==> src/rtl/qeb_pkg.sv <==
// ----------------------------------------------------------------------------
// Quadrature encoder with button: shared package
// Widths, request codes, event codes and phase helpers used across the block.
// ----------------------------------------------------------------------------
package qeb_pkg;

  // Width of the wrapping turn counter and of the saturating press counter.
  localparam int TURN_BITS  = 16;
  localparam int PRESS_BITS = 16;

  // Widths fixed by the external fields.
  localparam int ACTION_BITS = 2;
  localparam int COUNT_BITS  = 16;
  localparam int EVENT_BITS  = 2;
  localparam int CFG_BITS    = 16;
  localparam int CFG_IDX_BITS = 1;

  // Compare width for the press counter against the thresholds.
  localparam int CMP_BITS = (PRESS_BITS > CFG_BITS) ? PRESS_BITS : CFG_BITS;
  // Working width for sign extension of the turn count.
  localparam int EXT_BITS = TURN_BITS + COUNT_BITS;

  localparam logic [PRESS_BITS-1:0] PRESS_MAX = {PRESS_BITS{1'b1}};

  // Reset values of the threshold registers.
  localparam logic [CFG_BITS-1:0] DEBOUNCE_RESET   = CFG_BITS'(50);
  localparam logic [CFG_BITS-1:0] LONG_CLICK_RESET = CFG_BITS'(1000);

  // Register indexes.
  localparam logic [CFG_IDX_BITS-1:0] REG_DEBOUNCE   = 1'b0;
  localparam logic [CFG_IDX_BITS-1:0] REG_LONG_CLICK = 1'b1;

  // Request codes.
  localparam logic [ACTION_BITS-1:0] ACT_TICK       = 2'd0;
  localparam logic [ACTION_BITS-1:0] ACT_READ_TURNS = 2'd1;
  localparam logic [ACTION_BITS-1:0] ACT_READ_EVENT = 2'd2;

  // Button event codes.
  localparam logic [EVENT_BITS-1:0] EVT_NONE  = 2'd0;
  localparam logic [EVENT_BITS-1:0] EVT_CLICK = 2'd1;
  localparam logic [EVENT_BITS-1:0] EVT_LONG  = 2'd2;

  // One request as held in the input register.
  typedef struct packed {
    logic [ACTION_BITS-1:0] action;
    logic                   phase_a_level;
    logic                   phase_b_level;
    logic                   switch_level;
  } qeb_item_t;

  // Result of one request, with a flag for whether it produces one.
  typedef struct packed {
    logic                         has_result;
    logic signed [COUNT_BITS-1:0] turn_count;
    logic [EVENT_BITS-1:0]        button_event;
  } qeb_result_t;

  // Next phase in the forward order 00 -> 10 -> 11 -> 01 -> 00.
  function automatic logic [1:0] fwd_next(input logic [1:0] prev);
    logic [1:0] nxt;
    unique case (prev)
      2'b00:   nxt = 2'b10;
      2'b01:   nxt = 2'b00;
      2'b10:   nxt = 2'b11;
      default: nxt = 2'b01;
    endcase
    return nxt;
  endfunction

  // Next phase in the backward order.
  function automatic logic [1:0] back_next(input logic [1:0] prev);
    logic [1:0] nxt;
    unique case (prev)
      2'b00:   nxt = 2'b01;
      2'b01:   nxt = 2'b11;
      2'b10:   nxt = 2'b00;
      default: nxt = 2'b10;
    endcase
    return nxt;
  endfunction

  // Sign extend the turn counter, then keep the low bits of the output field.
  function automatic logic [COUNT_BITS-1:0] turns_out(input logic signed [TURN_BITS-1:0] v);
    logic signed [EXT_BITS-1:0] ext;
    ext = EXT_BITS'(v);
    return ext[COUNT_BITS-1:0];
  endfunction

endpackage

==> src/rtl/quadrature_encoder_with_button.sv <==
// ----------------------------------------------------------------------------
// Path: an accepted read request goes from the input register through the state
// unit into the result register, with out_valid high, unless a stall holds it.
// Throughput: one request per cycle, limited only by the result register
// being held by out_stall while a read request waits behind it.
// Reset: synchronous, active high; thresholds return to 50 and 1000 ticks,
// all counters, the phase and the pending event clear.
// ----------------------------------------------------------------------------
// Quadrature encoder with button: top level
// Input register, state unit and result register for the encoder and button.
// ----------------------------------------------------------------------------
module quadrature_encoder_with_button (
  input  logic                                 clk,
  input  logic                                 rst,
  input  logic                                 cfg_write,
  input  logic [qeb_pkg::CFG_IDX_BITS-1:0]     cfg_index,
  input  logic [qeb_pkg::CFG_BITS-1:0]         cfg_data,
  input  logic                                 in_valid,
  output logic                                 in_stall,
  input  logic [qeb_pkg::ACTION_BITS-1:0]      action,
  input  logic                                 phase_a_level,
  input  logic                                 phase_b_level,
  input  logic                                 switch_level,
  output logic                                 out_valid,
  input  logic                                 out_stall,
  output logic signed [qeb_pkg::COUNT_BITS-1:0] turn_count,
  output logic [qeb_pkg::EVENT_BITS-1:0]       button_event
);
  import qeb_pkg::*;

  logic        s_valid;
  qeb_item_t   s_item;
  qeb_result_t res;
  logic        blocked;
  logic        step_en;

  // A request with a result waits while the result register is held.
  assign blocked  = res.has_result && out_valid && out_stall;
  assign step_en  = s_valid && !blocked;
  assign in_stall = s_valid && blocked;

  // Input register.
  always_ff @(posedge clk) begin
    if (rst) begin
      s_valid <= 1'b0;
    end else if (!in_stall) begin
      s_valid <= in_valid;
    end
  end

  always_ff @(posedge clk) begin
    if (in_valid && !in_stall) begin
      s_item.action        <= action;
      s_item.phase_a_level <= phase_a_level;
      s_item.phase_b_level <= phase_b_level;
      s_item.switch_level  <= switch_level;
    end
  end

  qeb_core u_core (
    .clk       (clk),
    .rst       (rst),
    .cfg_write (cfg_write),
    .cfg_index (cfg_index),
    .cfg_data  (cfg_data),
    .step_en   (step_en),
    .item      (s_item),
    .res       (res)
  );

  // Result register.
  always_ff @(posedge clk) begin
    if (rst) begin
      out_valid <= 1'b0;
    end else if (step_en && res.has_result) begin
      out_valid <= 1'b1;
    end else if (!out_stall) begin
      out_valid <= 1'b0;
    end
  end

  always_ff @(posedge clk) begin
    if (step_en && res.has_result) begin
      turn_count   <= res.turn_count;
      button_event <= res.button_event;
    end
  end

  // A tick never waits on the result side.
  a_tick_not_blocked: assert property (@(posedge clk) disable iff (rst)
    s_valid && s_item.action == ACT_TICK |-> !in_stall)
    else $error("tick request blocked");

  // An empty input register never stalls the sender.
  a_empty_no_stall: assert property (@(posedge clk) disable iff (rst)
    !s_valid |-> !in_stall)
    else $error("stall raised with an empty input register");

  // A read that steps forward always shows a result at the next edge.
  a_read_gives_result: assert property (@(posedge clk) disable iff (rst)
    step_en && res.has_result |=> out_valid)
    else $error("read request lost its result");

endmodule

==> src/rtl/qeb_core.sv <==
// ----------------------------------------------------------------------------
// Quadrature encoder with button: state unit
// Holds the thresholds, phase, turn and press state and applies one request
// per enabled cycle; the result is formed from the state before the update.
// ----------------------------------------------------------------------------
module qeb_core (
  input  logic                             clk,
  input  logic                             rst,
  input  logic                             cfg_write,
  input  logic [qeb_pkg::CFG_IDX_BITS-1:0] cfg_index,
  input  logic [qeb_pkg::CFG_BITS-1:0]     cfg_data,
  input  logic                             step_en,
  input  qeb_pkg::qeb_item_t               item,
  output qeb_pkg::qeb_result_t             res
);
  import qeb_pkg::*;

  logic [CFG_BITS-1:0]          debounce_ticks;
  logic [CFG_BITS-1:0]          long_click_ticks;
  logic [1:0]                   last_phase;
  logic [1:0]                   last_phase_next;
  logic                         phase_captured;
  logic                         phase_captured_next;
  logic signed [TURN_BITS-1:0]  step_total;
  logic signed [TURN_BITS-1:0]  step_total_next;
  logic [PRESS_BITS-1:0]        press_ticks;
  logic [PRESS_BITS-1:0]        press_ticks_next;
  logic [EVENT_BITS-1:0]        pending_event;
  logic [EVENT_BITS-1:0]        pending_event_next;
  logic [1:0]                   cur_phase;
  logic [CMP_BITS-1:0]          press_cmp;

  // Phases are active low; A sits in the upper bit.
  assign cur_phase = {~item.phase_a_level, ~item.phase_b_level};
  assign press_cmp = CMP_BITS'(press_ticks);

  // Result of a read request, taken from the state before this request.
  always_comb begin
    res.has_result   = 1'b0;
    res.turn_count   = '0;
    res.button_event = EVT_NONE;
    unique case (item.action)
      ACT_READ_TURNS: begin
        res.has_result = 1'b1;
        res.turn_count = turns_out(step_total);
      end
      ACT_READ_EVENT: begin
        res.has_result   = 1'b1;
        res.button_event = pending_event;
      end
      default: begin
        res.has_result = 1'b0;
      end
    endcase
  end

  // Next state for one request.
  always_comb begin
    last_phase_next     = last_phase;
    phase_captured_next = phase_captured;
    step_total_next     = step_total;
    press_ticks_next    = press_ticks;
    pending_event_next  = pending_event;
    unique case (item.action)
      ACT_TICK: begin
        // Phase tracking: the first tick after reset only captures the phase.
        if (!phase_captured) begin
          last_phase_next     = cur_phase;
          phase_captured_next = 1'b1;
        end else if (cur_phase != last_phase) begin
          if (fwd_next(last_phase) == cur_phase) begin
            step_total_next = step_total + TURN_BITS'(1);
          end else if (back_next(last_phase) == cur_phase) begin
            step_total_next = step_total - TURN_BITS'(1);
          end
          last_phase_next = cur_phase;
        end
        // Button: count while held, classify on release.
        if (!item.switch_level) begin
          if (press_ticks != PRESS_MAX) begin
            press_ticks_next = press_ticks + PRESS_BITS'(1);
          end
        end else if (press_ticks != '0) begin
          if (press_cmp >= CMP_BITS'(long_click_ticks)) begin
            pending_event_next = EVT_LONG;
          end else if (press_cmp >= CMP_BITS'(debounce_ticks)) begin
            pending_event_next = EVT_CLICK;
          end
          press_ticks_next = '0;
        end
      end
      ACT_READ_TURNS: begin
        step_total_next = '0;
      end
      ACT_READ_EVENT: begin
        pending_event_next = EVT_NONE;
      end
      default: begin
        step_total_next = step_total;
      end
    endcase
  end

  // Threshold registers.
  always_ff @(posedge clk) begin
    if (rst) begin
      debounce_ticks   <= DEBOUNCE_RESET;
      long_click_ticks <= LONG_CLICK_RESET;
    end else if (cfg_write) begin
      unique case (cfg_index)
        REG_DEBOUNCE:   debounce_ticks   <= cfg_data;
        default:        long_click_ticks <= cfg_data;
      endcase
    end
  end

  // State registers.
  always_ff @(posedge clk) begin
    if (rst) begin
      last_phase     <= '0;
      phase_captured <= 1'b0;
      step_total     <= '0;
      press_ticks    <= '0;
      pending_event  <= EVT_NONE;
    end else if (step_en) begin
      last_phase     <= last_phase_next;
      phase_captured <= phase_captured_next;
      step_total     <= step_total_next;
      press_ticks    <= press_ticks_next;
      pending_event  <= pending_event_next;
    end
  end

  // A turn read leaves the counter at zero.
  a_read_clears_turns: assert property (@(posedge clk) disable iff (rst)
    step_en && item.action == ACT_READ_TURNS |=> step_total == '0)
    else $error("turn counter not cleared by a read");

  // A tick with the button released leaves the press counter at zero.
  a_release_clears_press: assert property (@(posedge clk) disable iff (rst)
    step_en && item.action == ACT_TICK && item.switch_level |=> press_ticks == '0)
    else $error("press counter not cleared on release");

  // The pending event never holds an undefined code.
  a_event_code: assert property (@(posedge clk) disable iff (rst)
    pending_event == EVT_NONE || pending_event == EVT_CLICK || pending_event == EVT_LONG)
    else $error("pending event holds an undefined code");

endmodule
==> config.mk <==
export PLATFORM = sky130hd
export DESIGN_NAME = quadrature_encoder_with_button
export DESIGN_NICKNAME = d
export VERILOG_FILES = /design/src/rtl/qeb_pkg.sv /design/src/rtl/quadrature_encoder_with_button.sv /design/src/rtl/qeb_core.sv
export SDC_FILE = /design/constraint.sdc
export NUM_CORES = 1
export LEC_CHECK = 0
export ABC_AREA = 0
export BUFFER_PORTS_ARGS = -buffer_cell sky130_fd_sc_hd__buf_4
export CAP_MARGIN = 20
export CORE_MARGIN = 1
export CORE_UTILIZATION = 30
export DETAILED_ROUTE_END_ITERATION = 10
export MAX_ROUTING_LAYER = met4
export SYNTH_ARGS = -nofsm -noshare
export SYNTH_HDL_FRONTEND = slang
export SYNTH_SLANG_ARGS = --single-unit
==> constraint.sdc <==
create_clock -name clk -period 5.15 [get_ports clk]
set_input_delay 0.7725 -clock clk [delete_from_list [all_inputs] [get_ports clk]]
set_output_delay 0.7725 -clock clk [all_outputs]
set_load 0.05 [all_outputs]
Yosys cells after proc, flatten, opt, wreduce, memory -nomap -nowiden
Index checks and enable logic that the tools add are counted.
Cells by class
  add/subtract/negate cells: 3
  multiply operators: 0
  div/mod/pow operators: 0
  $lt $le $gt $ge: 2
  equality and inequality tests: 17
  shift operators: 0
  multiplexer cells: 27
  bitwise gates (word level): 3
  reduce and logical (&&, ||, !) cells: 22
Operator list (count)
  $mux W16: 7
  $ge A16 B16 Y1: 2
  $pmux W16 S2: 1
  $mux W2: 13
  $add A16 B1 Y16 const B: 1
  $add A16 B2 Y16 const B: 1
  $ne A16 B16 Y1 const B: 1
  $reduce_bool A16 Y1: 1
  $sub A16 B2 Y16 const B: 1
  $pmux W2 S3: 2
  $ne A2 B1 Y1 const B: 5
  $reduce_and A5 Y1: 2
  $logic_and A1 B1 Y1: 6
  $ne A3 B1 Y1 const B: 2
  $reduce_and A2 Y1: 3
  $reduce_bool A2 Y1: 3
  $eq A2 B1 Y1 const B: 2
  $eq A2 B2 Y1: 2
  $eq A2 B2 Y1 const B: 2
  $logic_not A2 Y1: 2
  $ne A2 B2 Y1 const B: 2
  $pmux W2 S2: 1
  $reduce_and A4 Y1: 1
  $mux W1: 3
  other kinds (5): 8
Storage, ports and cells
  register bits: 94
  latch bits: 0
  RAM bits: 0
  bits in read-only memories: 0
  input bits: 27
  logic and storage cells: 89
  memories: 0

Longest topological paths before layout
Gate-level depths: netlist of run 1.
  word-level depth: 16
  depth in mapped cells: 11

Hierarchy
A second synthesis of run 1 with hierarchy kept.
Unflattened totals
  cell total of the unflattened synthesis: 588
  area total of the unflattened synthesis: 5183.7 um^2
By module, submodules not included
  qeb_core: instances 1, cells each 552, area an instance 4400.5 um^2, sequential area each 1381.3 um^2
  quadrature_encoder_with_button: instances 1, cells each 36, area an instance 783.3 um^2, sequential area each 730.7 um^2

Worst setup path before layout of run 1
No wires, ideal clock.
  path type: register to register
  from: register s_item[1] in the netlist's numbering
  to: register u_core.step_total[15]
  library setup time: 120 ps
  arrival time: 2850 ps
  required time: 5030 ps
  setup slack: 2181 ps
  cell stages (with the launch flop): 12
  path buffers: 1
  clock period less this slack: 2969 ps
  path through: edfxtp_1 -> xnor2_1 -> or2_1 -> clkbuf_1 -> ha_1 -> a2111oi_4 -> o21ai_2 -> a31o_1 -> o21a_1 -> o211ai_2 -> mux2i_1 -> a21oi_1
Between the ends
  cells in the longest elaborated chain, start to end: 6
Ends and longest elaborated chain
  start, declared: line quadrature_encoder_with_button.sv:32  | qeb_item_t s_item;
  $not A1 Y1 (*): line qeb_core.sv:34  | assign cur_phase = {~item.phase_a_level, ~item.phase_b_level};
  $eq A2 B2 Y1: line qeb_core.sv:71  | if (fwd_next(last_phase) == cur_phase) begin
  $mux W16: line qeb_core.sv:71
  $mux W16: line qeb_core.sv:70  | end else if (cur_phase != last_phase) begin
  $mux W16: line qeb_core.sv:67  | if (!phase_captured) begin
  $pmux W16 S2: line qeb_core.sv:64  | unique case (item.action)
  end signal, assigned: line qeb_core.sv:128  | step_total <= step_total_next;
  end, declared: line qeb_core.sv:24  | logic signed [TURN_BITS-1:0] step_total;
Every way passes the cells marked *; elsewhere a longest branch is shown, timed or not. The select of a mux whose other input is x is not followed.
A chain may end at the register's enable or synchronous reset.

Worst setup path in the final report of run 1
  from: register s_item[1] in the netlist's numbering
  to: register u_core.step_total[12]
The elaborated chain is that of the path after synthesis.

==> results of run 1 <==
-- registers in the layout, indices dropped and copies added, names as in the netlist --
name / count
out_valid: 1
u_core.step_total: 16
u_core.pending_event: 2
u_core.long_click_ticks: 16
s_valid: 1
button_event: 2
u_core.debounce_ticks: 16
u_core.phase_captured: 1
s_item: 5
u_core.last_phase: 2
u_core.press_cmp: 16
turn_count: 16
-- final cells by class --
class | count | area (um2) | area share (%)
Clock inverter | 6 | 28.78 | 0.4807
Tap cell | 220 | 275.3 | 4.598
Multi-Input combinational cell | 431 | 2839 | 47.42
Inverter | 38 | 142.6 | 2.382
Timing Repair Buffer | 48 | 360.3 | 6.019
Clock buffer | 10 | 229.0 | 3.824
Sequential cell | 94 | 2112 | 35.28
-- worst register-to-register path, cell delays in order (launching register included) --
cell,delay [ns]
edfxtp_1,0.40
xnor2_1,0.21
or2_1,0.65
ha_1,0.38
a21oi_1,0.18
a21oi_1,0.11
o21ai_0,0.32
a31oi_1,0.23
a21o_1,0.22
a211oi_1,0.26
o21ai_0,0.12
-- power by group --
part	total, mW	internal [mW]	switching [mW]	leakage [nW]
clock network	0.599	0.321	0.278	0.125
logic	0.199	0.0785	0.120	1.62
registers	0.792	0.779	0.0126	0.799
-- layer usage --
| metal | vias to the layer above | GRT usage, % |
|---|---|---|
| met5 | - | - |
| met4 | 0 | 5.429 |
| met3 | 11 | 1.408 |
| met2 | 61 | 20.20 |
| met1 | 1845 | 18.98 |
| li1 | 2101 | - |
-- synthesized netlist by cell type, types with 4 or more instances --
cell,n
dfxtp_1,71
nand2b_1,10
ha_1,53
and3_1,6
o211ai_1,4
a21oi_1,55
a21o_1,13
xnor2_1,11
a22oi_1,6
nor2b_1,6
nand3b_1,8
o21ai_0,11
nand4_1,10
and2_1,21
nor2_1,50
nand3_1,10
nand2_1,84
or3_1,4
edfxtp_1,23
a211oi_1,4
clkbuf_1,13
xor2_1,15
inv_1,38
nor3_1,11
-- path summary, 6_finish.rpt --
kind                            cells past startpoint  slack (ns)                   endpoint                       from
worst min-delay path                                2        0.45  u_core.debounce_ticks[11]  u_core.debounce_ticks[11]
worst max register to register                     10        1.95      u_core.step_total[12]                  s_item[1]
worst min register to register                      2        0.45  u_core.debounce_ticks[11]  u_core.debounce_ticks[11]
worst max-delay path                               10        1.95      u_core.step_total[12]                  s_item[1]
-- cell families after synthesis --
family | Yosys count
muxes | 1
adders and majority gates | 54
DFF | 94
AOI/OAI and AO/OA | 116
and+or+nand+nor | 234
xor gates and xnor gates | 26
buffers and inverters | 59
-- metrics by stage --
stage	setup WS, ns	total power, mW
floorplan	2.181	0.9496
global placement	2.022	1.006
detailed placement	1.982	1.008
CTS	1.938	1.608
global route	1.626	1.661
finish	1.950	1.589
==> impl_metrics.yaml, run 1 <==
timing:
  holdWs_ns: 0.4535
  setup_viol: 0
  layout_min_cycle_time_ns: 3.200
  fin_setup_tns_ns: 0
  hold_violations: 0
  rsz0062_at_grt: "no"
  slew_violations: 0
  period_share_pct: 62.13
  finClkSkew_ns: 0.006353
  relSlewSlack_pct: 41.10
  fmax_mhz: 312.5
  tightest_slew_ns: 0.8836
drt:
  routed-via-count: 4018
  drc: 0
  routedWlPerCell_um: 13.38
  postRouteAntennaNets: 0
  met2_length_um: 5022
  drtIter0Drc: 156
  highest_layer: "met4"
  routed_wl_um: 11340
  wl_met3_um: 250
  avgViaCountPerCell: 4.744
  met1Wirelength_um: 5875
  drt_first_pass_iters: 4
synthesis:
  synth-async-reset-ratio_pct: 0
  netlist_area_um2: 5190
  synth_cell_types: 55
  avgSynthCellArea_um2: 8.887
  yosys.area.top_type: "dfxtp_1"
  synth_area_leaders: "dfxtp_1 (27%), edfxtp_1 (13%), ha_1 (13%)"
  synthesis.nets: 665
  synth_mux_area_share_pct: 0.1929
  synth-seq-area-share_pct: 40.69
  ys.flop_type: "dfxtp_1"
  synthSimpleGateAreaFrac_pct: 22.06
  yosys.area.top_type_share_pct: 27.39
  synth_compound_area_share_pct: 14.90
  ys_warn_count: 0
  synth_xor_xnor_area_share_pct: 4.388
  synth_top_family_by_area: "simple AND/OR/NAND/NOR gates"
  synthAdderAreaFrac_pct: 13.16
  netlist_instances: 584
  synth-edff-count: 23
  synth-seq-cells: 94
global_route:
  grt_max_degree: 57
  antenna_found_initial: 0
  grt_usage_pct: 13.66
  gr-total-overflow: 0
  grt_pass1_wl_um: 18910
  grt_pass1_vias: 3818
finish:
  nFillCells: 1734
  antenna_cells: 0
  final_area_um2: 5987
  drive_above_1_share_pct: 11.16
  layout_commonest_cell: "nand2_1"
  final_nets: 703
  final_cell_mix: "nand2_1 (84), dfxtp_1 (71), a21oi_1 (55)"
  utilization_pct: 35.72
  syn_to_final_growth_pct: 15.36
  final-instance-count-excl-fill: 847
clock_tree:
  insertion_delay_ns: 0.34
  cts_max_path_buffers: 2
  cts.sinks: 94
  tritoncts: "built"
  post_cts_buffers: 0
  clock-root-buffer: "clkbuf_16"
  cts_hold_buf: 0
  numCtsBuffers: 9
  postCtsResizedCells: 0
  h-tree-depth: 3
  path_clk_slew_ns: 0.06
critical_path:
  start_kind: "flop"
  worst-path-buf-inv: 0
  max_stage_delay_ns: 0.65
  crit_fanout: 21
  slowest_stage: "or2_1"
  crit_required_ns: 5.38
  crit_path_cell_trace: "xnor2_1 -> or2_1 -> ha_1 -> a21oi_1 -> a21oi_1 -> o21ai_0 -> a31oi_1 -> a21o_1 -> a211oi_1 -> o21ai_0"
  crit_family: "compound AO/OA/AOI/OAI gates"
  path_class: "flop to flop"
  end_kind: "flop"
  arrival_ns: 3.43
floorplanning:
  dieHeight_um: 133.5
  rows: 47
  chipWidth_um: 133.5
  die-area_um2: 17830
  core_um2: 16760
  ios: 47
  start_util_pct: 30.97
power_and_ir_drop:
  p_per_area_nw_per_um2: 265.4
  power_leakage_nw: 2.545
  ir_worst_vdd_uv: 151.6
placed_design:
  gp_congestion: 0.8556
  placed_area_um2: 5729
  post-dp-hpwl_um: 8027
  dp_cells: 831
  port_buffers: 46
status:
  status: "finished clean"
min_path:
  hold_class: "flop to flop"
run:
  maxCapViolCount: 0
Power figures use the tool's default switching activity.
==> run 2: changes to the inputs <==
==> constraint.sdc (replaced) <==
create_clock -name clk -period 3.14 [get_ports clk]
set_input_delay 0.471 -clock clk [delete_from_list [all_inputs] [get_ports clk]]
set_output_delay 0.471 -clock clk [all_outputs]
set_load 0.05 [all_outputs]
==> run 2 against run 1 <==
Clock-buffer cell count is 1 lower. Combinational power up 65%. Sequential power up 64%. Hold slack worse by 0.16 ns. Sequential share of layout area decreased by 0.33 points. Die area is the same. Utilization rose by 0.34 points. Global-route usage about the same. First-iteration DRC count up 15%. Cell count rose by 0.24%. Via count grew 0.42%.
==> impl_metrics.yaml, run 2 (synthesis gave the netlist of run 1 again) <==
drt:
  drt_first_pass_iters: 5
  avgViaCountPerCell: 4.753
  routed_wl_um: 11160
  postRouteAntennaNets: 0
  routedWlPerCell_um: 13.14
  drtIter0Drc: 179
  routed-via-count: 4035
  drc: 0
critical_path:
  crit_required_ns: 3.35
  cp.depth: 10
  slowest_stage: "or2_2"
  crit_fanout: 11
  timing.rr.end: "u_core.step_total[15]"
  r2r_setup_slack_ns: 0.28
  rr_worst_depth: 10
  start_kind: "flop"
  crit_family: "compound AO/OA/AOI/OAI gates"
  end_kind: "flop"
  crit_path_cell_trace: "xor2_1 -> or2_2 -> ha_1 -> a211oi_1 -> o21ai_2 -> a31o_1 -> o21a_1 -> o211ai_2 -> mux2i_1 -> a21oi_1"
  worst-path-buf-inv: 0
  reg2reg_from: "s_item[2]"
  arrival_ns: 3.07
  max_stage_delay_ns: 0.43
  path_class: "flop to flop"
floorplanning:
  core_um2: 16760
  chipWidth_um: 133.5
  ios: 47
  rows: 47
  start_util_pct: 30.97
  dieHeight_um: 133.5
  die-area_um2: 17830
power_and_ir_drop:
  power_leakage_nw: 2.565
  power.switching_mw: 0.7011
  seqPwrFrac_pct: 47.6
  p_per_area_nw_per_um2: 451.3
  swShare_pct: 25.70
  internal_power_mw: 2.027
  p_comb_share_pct: 12.1
  ir_worst_vdd_uv: 279.6
  clockPowerShare_pct: 40.4
min_path:
  hold_start: "switch_level"
  hold_class: "primary input to flop"
  whs_endpoint: "s_item[0]"
  whs_path_depth: 1
global_route:
  met3_usage_pct: 2.169
  grt_usage_pct: 13.69
  grt_max_degree: 57
  gr-max-usage-layer: "met2"
  antenna_found_initial: 0
  use_met1_pct: 18.91
  grt_pass1_wl_um: 18820
  use_met2_pct: 19.73
  grt_pass1_vias: 3746
  gr-total-overflow: 0
timing:
  finClkSkew_ns: 0.008745
  relSlewSlack_pct: 44.63
  fin_setup_tns_ns: 0
  hold_violations: 0
  setup_viol: 0
  layout_min_cycle_time_ns: 2.864
  rsz0062_at_grt: "no"
  fmax_mhz: 349.1
  slew_violations: 0
  setup_slack_ns: 0.2757
  period_share_pct: 91.22
  tightest_slew_ns: 0.8230
status:
  status: "finished clean"
finish:
  final_cell_mix: "nand2_1 (84), dfxtp_1 (71), a21oi_1 (55)"
  layout_commonest_cell: "nand2_1"
  antenna_cells: 0
  regArea_um2: 2112
  drive_above_1_share_pct: 12.08
  nFillCells: 1711
  final_nets: 705
  syn_to_final_growth_pct: 16.44
  multiInputGateArea_um2: 2839
clock_tree:
  path_clk_slew_ns: 0.07
  cts.sinks: 94
  clock-root-buffer: "clkbuf_16"
  tritoncts: "built"
  h-tree-depth: 3
  insertion_delay_ns: 0.35
  cts_max_path_buffers: 2
  numCtsBuffers: 9
  cts_hold_buf: 0
placed_design:
  post-dp-hpwl_um: 8145
  gp_congestion: 0.8099
  port_buffers: 46
  pre_cts_slack_ns: 0.2392
run:
  maxCapViolCount: 0
==> run 2: power by group through the flow <==
stage	sequential [mW]	combinational, mW	clock, mW
after floorplan	1.35	0.212	0
after global placement	1.32	0.328	0
after detailed placement	1.33	0.329	0
after CTS	1.30	0.331	1.13
after global routing	1.30	0.372	1.19
final	1.30	0.329	1.10
==> run 2: layout make-up <==
cell class | instances | area share (%)
clock inverter | 7 | 1.222
multi-input combinational | 431 | 46.98
clock buffer | 9 | 3.727
inverter | 38 | 2.360
tap | 220 | 4.555
timing repair buffer | 50 | 6.211
sequential | 94 | 34.95
==> run 2: repair_timing <==
| item | in CTS | in global routing |
|---|---|---|
| endpoints found under the setup margin | 0 | 3 |
| setup buffers | 0 | 0 |
| gates resized for setup | 0 | 2 |
==> run 2: routing by layer <==
layer	routed length, um	share of wire (%)
met1	5785	52
met2	4917	44
met3	323	2.9
met4	131	1.2
met5	0	0
==> run 2: metrics by stage <==
stage	cells	hold WS, ns	utilization, %	cell area (um2)	total power, mW
3_3_place_gp	833	0.4369	34.27	5744	1.652
3_5_place_dp	833	0.4412	34.27	5744	1.655
4_1_cts	849	0.2831	36.06	6043	2.757
2_1_floorplan	584	0.4258	-	5190	1.557
5_1_grt	849	0.2834	36.06	6043	2.860
6_report	849	0.2959	36.06	6043	2.728
==> run 2: worst max path at each step <==
stage	from	to	slack, ns
after detailed placement	s_item[1]	u_core.step_total[15]	0.24
after CTS	s_item[1]	u_core.step_total[15]	0.21
final	s_item[2]	u_core.step_total[15]	0.28
after global routing	s_item[2]	u_core.step_total[15]	0.06
after floorplan	s_item[1]	u_core.step_total[15]	0.17
after global placement	s_item[2]	u_core.step_total[15]	0.30
